<file path="src/rtl/kvrd_pkg.sv">
// ----------------------------------------------------------------------------
// kvrd_pkg
// Shared types and codes for the key/value record deframer.
// ----------------------------------------------------------------------------
package kvrd_pkg;

  localparam logic [31:0] MAGIC_RESET  = 32'h4B56_3030;
  localparam logic [2:0]  HEADER_LAST  = 3'd3;
  localparam logic [2:0]  ENTRY_MIN    = 3'd5;

  localparam logic [2:0] KIND_HEADER = 3'd0;
  localparam logic [2:0] KIND_KEYLEN = 3'd1;
  localparam logic [2:0] KIND_KEY    = 3'd2;
  localparam logic [2:0] KIND_VALLEN = 3'd3;
  localparam logic [2:0] KIND_VALUE  = 3'd4;
  localparam logic [2:0] KIND_IGNORE = 3'd5;

  localparam logic [2:0] ST_OK          = 3'd0;
  localparam logic [2:0] ST_SHORT_HDR   = 3'd1;
  localparam logic [2:0] ST_BAD_VERSION = 3'd2;
  localparam logic [2:0] ST_ENTRY_SHORT = 3'd3;
  localparam logic [2:0] ST_KEY_CUT     = 3'd4;
  localparam logic [2:0] ST_VALUE_CUT   = 3'd5;

  typedef struct packed {
    logic [7:0]  out_byte;
    logic [2:0]  byte_kind;
    logic        field_end;
    logic [15:0] field_length;
    logic        blob_done;
    logic [2:0]  status;
  } result_t;

endpackage

</file>
<file path="src/rtl/kvrd_parse.sv">
// ----------------------------------------------------------------------------
// kvrd_parse
// Parse state and per-byte classification; state advances on each transaction.
// ----------------------------------------------------------------------------
module kvrd_parse (
  input  logic              clk,
  input  logic              rst_n,
  input  logic              advance,
  input  logic [7:0]        data_byte,
  input  logic              last_byte,
  input  logic [31:0]       expected_magic,
  output kvrd_pkg::result_t res
);
  import kvrd_pkg::*;

  logic [2:0]  phase_r,     phase_nxt;
  logic [1:0]  hdr_pos_r,   hdr_pos_nxt;
  logic        mismatch_r,  mismatch_nxt;
  logic [15:0] left_r,      left_nxt;
  logic [7:0]  len_hi_r,    len_hi_nxt;
  logic [2:0]  ent_cnt_r,   ent_cnt_nxt;
  logic [2:0]  err_r,       err_nxt;

  logic [7:0]  want;
  logic [15:0] flen;
  logic        entry_done;
  logic [2:0]  status;

  always_comb begin
    case (hdr_pos_r)
      2'd0:    want = expected_magic[31:24];
      2'd1:    want = expected_magic[23:16];
      2'd2:    want = expected_magic[15:8];
      default: want = expected_magic[7:0];
    endcase
  end

  always_comb begin
    phase_nxt    = phase_r;
    hdr_pos_nxt  = hdr_pos_r;
    mismatch_nxt = mismatch_r;
    left_nxt     = left_r;
    len_hi_nxt   = len_hi_r;
    ent_cnt_nxt  = ent_cnt_r;
    err_nxt      = err_r;
    flen         = {len_hi_r, data_byte};
    entry_done   = 1'b0;
    status       = ST_OK;
    res          = '0;
    res.out_byte  = data_byte;
    res.byte_kind = KIND_IGNORE;
    res.blob_done = last_byte;

    unique case (phase_r) inside
      KIND_HEADER: begin
        res.byte_kind = KIND_HEADER;
        if (data_byte != want) mismatch_nxt = 1'b1;
        if ({1'b0, hdr_pos_r} == HEADER_LAST) begin
          if (mismatch_nxt) begin
            err_nxt   = ST_BAD_VERSION;
            phase_nxt = KIND_IGNORE;
          end else begin
            phase_nxt   = KIND_KEYLEN;
            left_nxt    = 16'd2;
            ent_cnt_nxt = 3'd0;
          end
          status = err_nxt;
        end else begin
          hdr_pos_nxt = hdr_pos_r + 2'd1;
          status      = ST_SHORT_HDR;
        end
      end
      KIND_KEYLEN, KIND_VALLEN, KIND_KEY, KIND_VALUE: begin
        res.byte_kind = phase_r;
        if (ent_cnt_r < ENTRY_MIN) ent_cnt_nxt = ent_cnt_r + 3'd1;
        if (phase_r == KIND_KEYLEN || phase_r == KIND_VALLEN) begin
          if (left_r != 16'd1) begin
            len_hi_nxt = data_byte;
            left_nxt   = 16'd1;
          end else begin
            res.field_length = flen;
            res.field_end    = 1'b1;
            if (phase_r == KIND_KEYLEN) begin
              if (flen == 16'd0) begin
                phase_nxt = KIND_VALLEN;
                left_nxt  = 16'd2;
              end else begin
                phase_nxt = KIND_KEY;
                left_nxt  = flen;
              end
            end else if (flen == 16'd0) begin
              entry_done = 1'b1;
            end else begin
              phase_nxt = KIND_VALUE;
              left_nxt  = flen;
            end
          end
        end else begin
          if (left_r <= 16'd1) begin
            res.field_end = 1'b1;
            if (phase_r == KIND_KEY) begin
              phase_nxt = KIND_VALLEN;
              left_nxt  = 16'd2;
            end else begin
              entry_done = 1'b1;
            end
          end else begin
            left_nxt = left_r - 16'd1;
          end
        end
        if (ent_cnt_nxt < ENTRY_MIN)
          status = ST_ENTRY_SHORT;
        else if (entry_done)
          status = ST_OK;
        else if (phase_nxt == KIND_KEYLEN || phase_nxt == KIND_KEY)
          status = ST_KEY_CUT;
        else
          status = ST_VALUE_CUT;
        if (entry_done) begin
          phase_nxt   = KIND_KEYLEN;
          left_nxt    = 16'd2;
          ent_cnt_nxt = 3'd0;
        end
      end
      default: begin
        status = err_r;
      end
    endcase

    res.status = last_byte ? status : ST_OK;

    if (last_byte) begin
      phase_nxt    = KIND_HEADER;
      hdr_pos_nxt  = 2'd0;
      mismatch_nxt = 1'b0;
      left_nxt     = 16'd0;
      len_hi_nxt   = 8'd0;
      ent_cnt_nxt  = 3'd0;
      err_nxt      = ST_OK;
    end
  end

  always_ff @(posedge clk) begin
    if (!rst_n) begin
      phase_r    <= KIND_HEADER;
      hdr_pos_r  <= 2'd0;
      mismatch_r <= 1'b0;
      left_r     <= 16'd0;
      len_hi_r   <= 8'd0;
      ent_cnt_r  <= 3'd0;
      err_r      <= ST_OK;
    end else if (advance) begin
      phase_r    <= phase_nxt;
      hdr_pos_r  <= hdr_pos_nxt;
      mismatch_r <= mismatch_nxt;
      left_r     <= left_nxt;
      len_hi_r   <= len_hi_nxt;
      ent_cnt_r  <= ent_cnt_nxt;
      err_r      <= err_nxt;
    end
  end

endmodule

</file>
<file path="src/rtl/key_value_record_deframer_core.sv">
// ----------------------------------------------------------------------------
// key_value_record_deframer_core
// Length-prefixed key/value blob deframer: header check, per-byte tagging.
// ----------------------------------------------------------------------------
//  channel | ports                                  | direction
//  input   | in_valid/in_ready, in_data_byte, in_last_byte | in
//  result  | out_valid/out_ready, out_byte .. out_status   | out
//  config  | cfg_wr_en, cfg_wr_data (expected magic)       | in
//
//  One byte per cycle sustained while out_ready holds; a byte passes from
//  the input register to the result register.
//  Parse state updates as a byte moves from the input to the result register.
//  A stalled result holds the pipe; input takes a byte whenever its register
//  is empty or drains in the same cycle. Synchronous active-low reset.
// ----------------------------------------------------------------------------
module key_value_record_deframer_core (
  input  logic        clk,
  input  logic        rst_n,
  input  logic        in_valid,
  output logic        in_ready,
  input  logic [7:0]  in_data_byte,
  input  logic        in_last_byte,
  output logic        out_valid,
  input  logic        out_ready,
  output logic [7:0]  out_byte,
  output logic [2:0]  out_byte_kind,
  output logic        out_field_end,
  output logic [15:0] out_field_length,
  output logic        out_blob_done,
  output logic [2:0]  out_status,
  input  logic        cfg_wr_en,
  input  logic [31:0] cfg_wr_data
);
  import kvrd_pkg::*;

  logic        s_valid_r;
  logic [7:0]  s_byte_r;
  logic        s_last_r;
  logic        o_valid_r;
  result_t     o_res_r;
  result_t     res;
  logic [31:0] magic_r;
  logic        advance;

  assign advance  = s_valid_r && (!o_valid_r || out_ready);
  assign in_ready = !s_valid_r || advance;

  kvrd_parse u_parse (
    .clk            (clk),
    .rst_n          (rst_n),
    .advance        (advance),
    .data_byte      (s_byte_r),
    .last_byte      (s_last_r),
    .expected_magic (magic_r),
    .res            (res)
  );

  always_ff @(posedge clk) begin
    if (!rst_n) begin
      magic_r <= MAGIC_RESET;
    end else if (cfg_wr_en) begin
      magic_r <= cfg_wr_data;
    end
  end

  always_ff @(posedge clk) begin
    if (!rst_n) begin
      s_valid_r <= 1'b0;
      o_valid_r <= 1'b0;
    end else begin
      if (in_ready) s_valid_r <= in_valid;
      if (advance)
        o_valid_r <= 1'b1;
      else if (out_ready)
        o_valid_r <= 1'b0;
    end
  end

  always_ff @(posedge clk) begin
    if (in_valid && in_ready) begin
      s_byte_r <= in_data_byte;
      s_last_r <= in_last_byte;
    end
    if (advance) o_res_r <= res;
  end

  assign out_valid        = o_valid_r;
  assign out_byte         = o_res_r.out_byte;
  assign out_byte_kind    = o_res_r.byte_kind;
  assign out_field_end    = o_res_r.field_end;
  assign out_field_length = o_res_r.field_length;
  assign out_blob_done    = o_res_r.blob_done;
  assign out_status       = o_res_r.status;

endmodule

</file>
<file path="config.mk">
export PLATFORM = sky130hd
export DESIGN_NAME = key_value_record_deframer_core
export DESIGN_NICKNAME = d
export VERILOG_FILES = /design/src/rtl/kvrd_pkg.sv /design/src/rtl/kvrd_parse.sv /design/src/rtl/key_value_record_deframer_core.sv
export SDC_FILE = /design/constraint.sdc
export NUM_CORES = 1
export LEC_CHECK = 0
export BUFFER_PORTS_ARGS = -buffer_cell sky130_fd_sc_hd__buf_2
export CAP_MARGIN = 10
export CELL_PAD_IN_SITES_DETAIL_PLACEMENT = 0
export CELL_PAD_IN_SITES_GLOBAL_PLACEMENT = 1
export CORE_MARGIN = 1
export CORE_UTILIZATION = 40
export CTS_BUF_LIST = sky130_fd_sc_hd__clkbuf_4 sky130_fd_sc_hd__clkbuf_8
export DETAILED_ROUTE_END_ITERATION = 8
export GPL_TIMING_DRIVEN = 0
export MAX_ROUTING_LAYER = met4
export PLACE_DENSITY_LB_ADDON = 0.1
export SLEW_MARGIN = 20
export SYNTH_ARGS = -nofsm -noshare
export SYNTH_HDL_FRONTEND = slang
export SYNTH_SLANG_ARGS = --single-unit
export TNS_END_PERCENT = 5
</file>
<file path="constraint.sdc">
create_clock -name clk -period 6.3 [get_ports clk]
set_input_delay 0.63 -clock clk [delete_from_list [all_inputs] [get_ports clk]]
set_output_delay 0.63 -clock clk [all_outputs]
set_load 0.005 [all_outputs]
</file>
# Yosys cells after proc, flatten, opt, wreduce, memory -nomap -nowiden
# Index checks and enable logic that the tools add are counted.
dict set report op_classes {
  addsub 3
  n_lt_le_gt_ge 3
  n_eq_ne 16
  n_mux 66
  bitwise 2
  reduce_logical 27
}
# op count
set ops {}
lappend ops {{two-way mux 16 bit} 11}
lappend ops {{two-way mux 3 bit} 24}
lappend ops {{two-way mux 8 bit} 4}
lappend ops {{one-hot mux 16 bit (2 select lines)} 1}
lappend ops {{one-hot mux 3 bit (2 select lines)} 4}
lappend ops {{one-hot mux 8 bit (3 select lines)} 1}
lappend ops {{two-way mux 1 bit} 17}
lappend ops {{two-way mux 17 bit} 1}
lappend ops {{less-or-equal comparator 16 x 1 -> 1 bit, second input constant} 1}
lappend ops {{logical NOT 16 bit} 1}
lappend ops {{inequality test 16 x 1 -> 1 bit, second input constant} 1}
lappend ops {{subtractor 16 x 1 -> 16 bit, second input constant} 1}
lappend ops {{nonzero test 2 bit} 6}
lappend ops {{== test 3 x 2 -> 1 bit, second input constant} 3}
lappend ops {{AND reduction 3 bit} 3}
lappend ops {{inequality test 8 bit} 1}
lappend ops {{AND reduction 4 bit} 2}
lappend ops {{inequality test 7 x 6 -> 1 bit, second input constant} 1}
lappend ops {{== test 3 x 1 -> 1 bit, second input constant} 2}
lappend ops {{less-than comparator 3 bit, second input constant} 2}
lappend ops {{two-way mux 2 bit} 3}
lappend ops {{inequality test 3 bit, second input constant} 2}
lappend ops {{inequality test 6 x 4 -> 1 bit, second input constant} 1}
lappend ops {{AND reduction 6 bit} 1}
lappend ops {{16 further kinds} 23}
dict set report totals {
  register_bits 111
  inputBits 46
  output_inout_bits 34
  elab_cells 135
}

# Longest topological paths before layout
dict set report logic_depth {
  depth_word 12
  depth_mapped 11
  mapped_depth_nobuf 9
}

# Hierarchy
# Synthesis repeated with hierarchy kept, for this count alone.
dict set report hier_totals {
  cells_unflattened 552
  area_unflattened_um2 5502.8
}
# mod instances cells_each area_per_inst_um2 seq_area_each_um2
set modules_own_cells {}
lappend modules_own_cells {kvrd_parse 1 399 2981.6 720.7}
lappend modules_own_cells {key_value_record_deframer_core 1 153 2521.2 1911.8}

# Worst setup path before layout
# No wires, ideal clock.
dict set report synth_path {
  path_kind {input -> register}
  start {in out_ready}
  end {reg u_parse.mismatch_r}
  setup_time_ns 0.118
  t_arrival_ns 2.506
  t_required_ns 6.182
  setup_slack_ns 3.675
  stages 7
  path_buffers 2
  path_cell_list {nor2b_1 nor2b_1 clkbuf_1 clkbuf_1 o21ai_0 nand2_1 a21oi_1}
}
dict set report synth_via {
  elab_chain_cells 3
}
# item line
set synth_lines {}
lappend synth_lines {{from (decl)} key_value_record_deframer_core.sv:24} ;# input logic out_ready,
lappend synth_lines {{logical OR 1 bit} key_value_record_deframer_core.sv:45} ;# assign advance = s_valid_r && (!o_valid_r || out_ready);
lappend synth_lines {{logical AND 1 bit} key_value_record_deframer_core.sv:45}
lappend synth_lines {{named net advance} key_value_record_deframer_core.sv:43} ;# logic advance;
lappend synth_lines {{AND reduction 2 bit (no line)} n/a}
lappend synth_lines {{to (signal assigned)} kvrd_parse.sv:155} ;# mismatch_r <= mismatch_nxt;
lappend synth_lines {{to (decl)} kvrd_parse.sv:18} ;# logic mismatch_r, mismatch_nxt;
# The timed path passes the listed nets, and every way through them passes these cells.
# A chain may end at the register's enable or synchronous reset.

# Final worst setup path
dict set report layout_path {
  start {reg u_parse.hdr_pos_r[0]}
  end {reg o_res_r (netlist bit out_status[1]), data pin}
}
dict set report layout_via {
  elab_chain_cells 8
  word_cells_on_any_way 11
  classes_between {eq/ne: 4; mux: 6; reduce/logical: 1}
}
# item line
set layout_lines {}
lappend layout_lines {{from (decl)} kvrd_parse.sv:17} ;# logic [1:0] hdr_pos_r, hdr_pos_nxt;
lappend layout_lines {{from (signal assigned)} kvrd_parse.sv:154} ;# hdr_pos_r <= hdr_pos_nxt;
lappend layout_lines {{== test 2 bit, or another cell as far along} kvrd_parse.sv:30} ;# case (hdr_pos_r)
lappend layout_lines {{one-hot mux 8 bit (3 select lines)} kvrd_parse.sv:30}
lappend layout_lines {{inequality test 8 bit} kvrd_parse.sv:57} ;# if (data_byte != want) mismatch_nxt = 1'b1;
lappend layout_lines {{two-way mux 1 bit} kvrd_parse.sv:57}
lappend layout_lines {{two-way mux 1 bit} kvrd_parse.sv:54} ;# unique case (phase_r) inside
lappend layout_lines {{two-way mux 3 bit} kvrd_parse.sv:59} ;# if (mismatch_nxt) begin
lappend layout_lines {{two-way mux 3 bit (*)} kvrd_parse.sv:58} ;# if ({1'b0, hdr_pos_r} == HEADER_LAST) begin
lappend layout_lines {{one-hot mux 3 bit (2 select lines) (*)} kvrd_parse.sv:54}
lappend layout_lines {{to (signal assigned)} key_value_record_deframer_core.sv:84} ;# if (advance) o_res_r <= res;
lappend layout_lines {{to (decl)} key_value_record_deframer_core.sv:40} ;# result_t o_res_r;
# Mark *: on every way between the ends. The rest lies on a longest branch, timed or not. The select of a mux whose other input is x is not followed.

==> metrics.md <==
| Metric | Value |
|---|---|
| Num CTS Buffers | `9` |
| Max stage delay cell, worst path | `a222oi_1` |
| Clock buffer depth | `2` |
| Min Tclk post-route | `2.97 ns` |
| Syn Inst Count | `between 500 and 600` |
| Worst Hold Class | `in2reg` |
| Critical Path Start | `u_parse.hdr_pos_r[0]$_SDFFE_PN0P_` |
| Minimum hold slack | `0.417 ns` |
| Die area | `about 14000 um^2` |
| # hold bufs at CTS | `0` |
| # port buffers | `77` |
| Design Area, Final | `6120 um^2` |
| Sequential power share | `59.6%` |
| Largest net degree at the start of global routing | `24` |
| Net Switching | `0.000341 W` |
| Met3 Usage GRT | `under 10%` |
| Ys Warns | `0` |
| Final ANT Viol Nets | `0` |
| Netlist cell types | `59` |
| N_diodes | `0` |
| Overall Global Routing Usage | `21.2%` |
| Die W | `approximately 120 um` |
| Switch share | `25.9%` |
| Unrepaired setup endpoints after global routing | `false` |
| Root Buffer | `clkbuf_8` |
| Layout Skew | `about 0.01 ns` |
| GR Layer Usage met2 | `roughly 32%` |
| Worst-Skew Late Latency | `0.39 ns` |
| Vias per Instance | `5.29` |
| Final WL | `13200 um` |
| DRT Pass-1 Iters | `7` |
| Crit-path max FO | `8` |
| GRT met1 Usage | `28.5%` |
| H-tree depth | `3` |
| GPL Wtd Cong | `0.895` |
| Rows | `41` |
| Slowest cell delay on critical path | `between 0.4 and 0.5 ns` |
| Sequential fraction of the synthesis area | `49.6%` |
| Status | `complete, no violations` |
| Fin crit share | `47.1%` |
| Post-synth EDFFs | `a little over 40` |
| Most Crowded Layer GR | `met2` |
| Synth Flop Type | `dfxtp_1` |
| Vias in the first global route | `3963` |
| Setup bufs post-CTS | `0` |
| Die height | `117 um` |
| DP Wirelength | `9710 um` |
| CP required | `around 6.5 ns` |
| Critical path cell sequence | `inv_1, ha_1, clkbuf_1, a222oi_1, mux2i_1, xnor2_1, nand4_2, nor3_2, a21oi_1, o221a_1` |
| Final setup vio count | `0` |
| CTS tree | `done` |
| WP data arrival | `3.11 ns` |
| Worst path buffer plus inverter count | `2` |
| Comb power frac | `8.9%` |
| Max Cap Viol | `0` |
| Slew Limit Fails | `0` |
| Worst slew margin | `a little under 40%` |
| Area Growth Syn to Fin | `15.3%` |
| Number of top-level pins | `80` |
| Clock-pin slew on the worst setup and hold paths | `0.11 ns` |
| Antenna violations before repair | `0` |
| Pwr Density | `215 nW/um^2` |
| CTS sink count | `111` |
| Area after DPL | `just under 6000 um^2` |
| Post-synthesis async set-or-reset flop share | `0%` |
| Post-Syn Area | `about 5300 um^2` |
| Initial Utilization | `41.6%` |
| Final WS setup | `~3.3 ns` |
| Avg Inst Size Synth | `10.3 um^2` |
| DRC errors left | `0` |
| Setup WS pre-CTS | `3.31 ns` |
| Total gr overflow | `0` |
| Internal Power | `between 0.0009 and 0.001 W` |
| WL per Instance | `16.9 um` |
| Peak supply drop | `around 94 uV` |
| #FFs+latches synth | `111` |
| Hold_sp | `in_data_byte[2]` |
| Leakage | `2.45 nW` |
| Critical path's top delay family | `compound AO/OA/AOI/OAI gates` |
| Crit path capture type | `flip-flop` |
| Mapped Nets | `between 500 and 600` |
| Critical path class | `reg2reg` |
| Core area | `12800 um^2` |
| Worst Tran Pin Value | `around 0.9 ns` |
| Final nets | `~660` |
| DRT iter0 DRCs | `258` |
| Highest Clock Rate | `0.337 GHz` |
| DR vias | `4125` |
| Post-CTS sizing | `0` |
| First-pass GRT wire length | `about 21000 um` |
| Setup total negative slack | `0 ns` |
| Clock group share of total power | `31.6%` |
| Final hold vios | `0` |
| Worst r2r src | `u_parse.hdr_pos_r[0]$_SDFFE_PN0P_` |
| Layout cell share with drive strength beyond 1 | `18.6%` |
| Critical path launch point type | `flip-flop` |
## cell usage after synthesis, drive strengths merged, types with 12 or more instances
cell,count,area [um^2]
nor2,29,109
edfxtp,41,1230
inv,15,56.3
clkbuf,28,105
o211ai,12,100
mux2i,47,470
and2,24,150
a21oi,14,70.1
nand4,15,100
xnor2,17,156
nor2b,25,156
dfxtp,70,1400
nand2,51,199
## registers in the layout, summed over array words and instances (netlist names), 8 cells and up
| register | count |
|---|---|
| out_field_length | 16 |
| s_byte_r | 8 |
| magic_r | 32 |
| u_parse.left_r | 16 |
| out_byte | 8 |
| u_parse.len_hi_r | 8 |
## cell families after synthesis
family	share of synthesized area, %
buffers and inverters	3.89
AO/OA/AOI/OAI	13.5
AND/OR/NAND/NOR	18.7
flip-flops	49.6
XOR/XNOR	3.77
multiplexers	8.86
adder cells (fa/ha/maj)	1.65
## path summary, 6_finish.rpt
check | slack, ns | cells past startpoint | endpoint
max | 3.33 | 10 | out_status[1]$_SDFFCE_PN0P_
min | 0.42 | 1 | s_byte_r[2]$_DFFE_PP_
min reg2reg | 0.44 | 2 | u_parse.err_r[2]$_SDFFE_PN0P_
max reg2reg | 3.33 | 10 | out_status[1]$_SDFFCE_PN0P_
## routing by layer
layer	vias to the layer above	routed length [um]
met5	-	0
met4	0	208
met3	17	591
met2	103	5980
met1	1979	6390
li1	2026	-
## worst reg2reg max path, cell delays in order, from the launching register on
cell,delay (ns)
dfxtp_1,0.40
inv_1,0.10
ha_1,0.20
clkbuf_1,0.23
a222oi_1,0.43
mux2i_1,0.18
xnor2_1,0.20
nand4_2,0.19
nor3_2,0.39
a21oi_1,0.15
o221a_1,0.27
## power by group through the flow
stage               combinational, W  sequential [W]  clock [W]
global placement            0.000114        0.000801          0
global route                0.000129        0.000788   0.000453
detailed placement          0.000118        0.000802          0
floorplan                  0.0000710        0.000797          0
CTS                         0.000118        0.000785   0.000431
finish                      0.000117        0.000785   0.000416
## layout make-up
type                    instances  area (um^2)
clock inverters                 6         52.6
clock buffers                  10          131
multi-input cells             353         2470
plain buffers                  35          151
well taps                     172          215
inverters                      15         56.3
fillers                      1235         6650
flip-flops and latches        111         2630
repair buffers                 78          413
## per-stage QoR
stage                     util [%]  power, W  cells
after detailed placement      46.5  0.000920    764
after CTS                     47.9   0.00133    780
final                         47.9   0.00132    780
after global placement        46.3  0.000915    763
after global routing          47.9   0.00137    780
after floorplan                  -  0.000868    514
## cell usage in the layout, fill, tap and decap left out, drive strengths merged, types with 12 or more instances in the layout
master,n
buf,85
dfxtp,70
nand2,51
mux2i,47
edfxtp,41
clkbuf,38
nor2,29
nor2b,25
and2,24
inv,18
xnor2,17
nand4,15
a21oi,14
o211ai,12
Note: power is estimated with default switching activity, not from simulation.
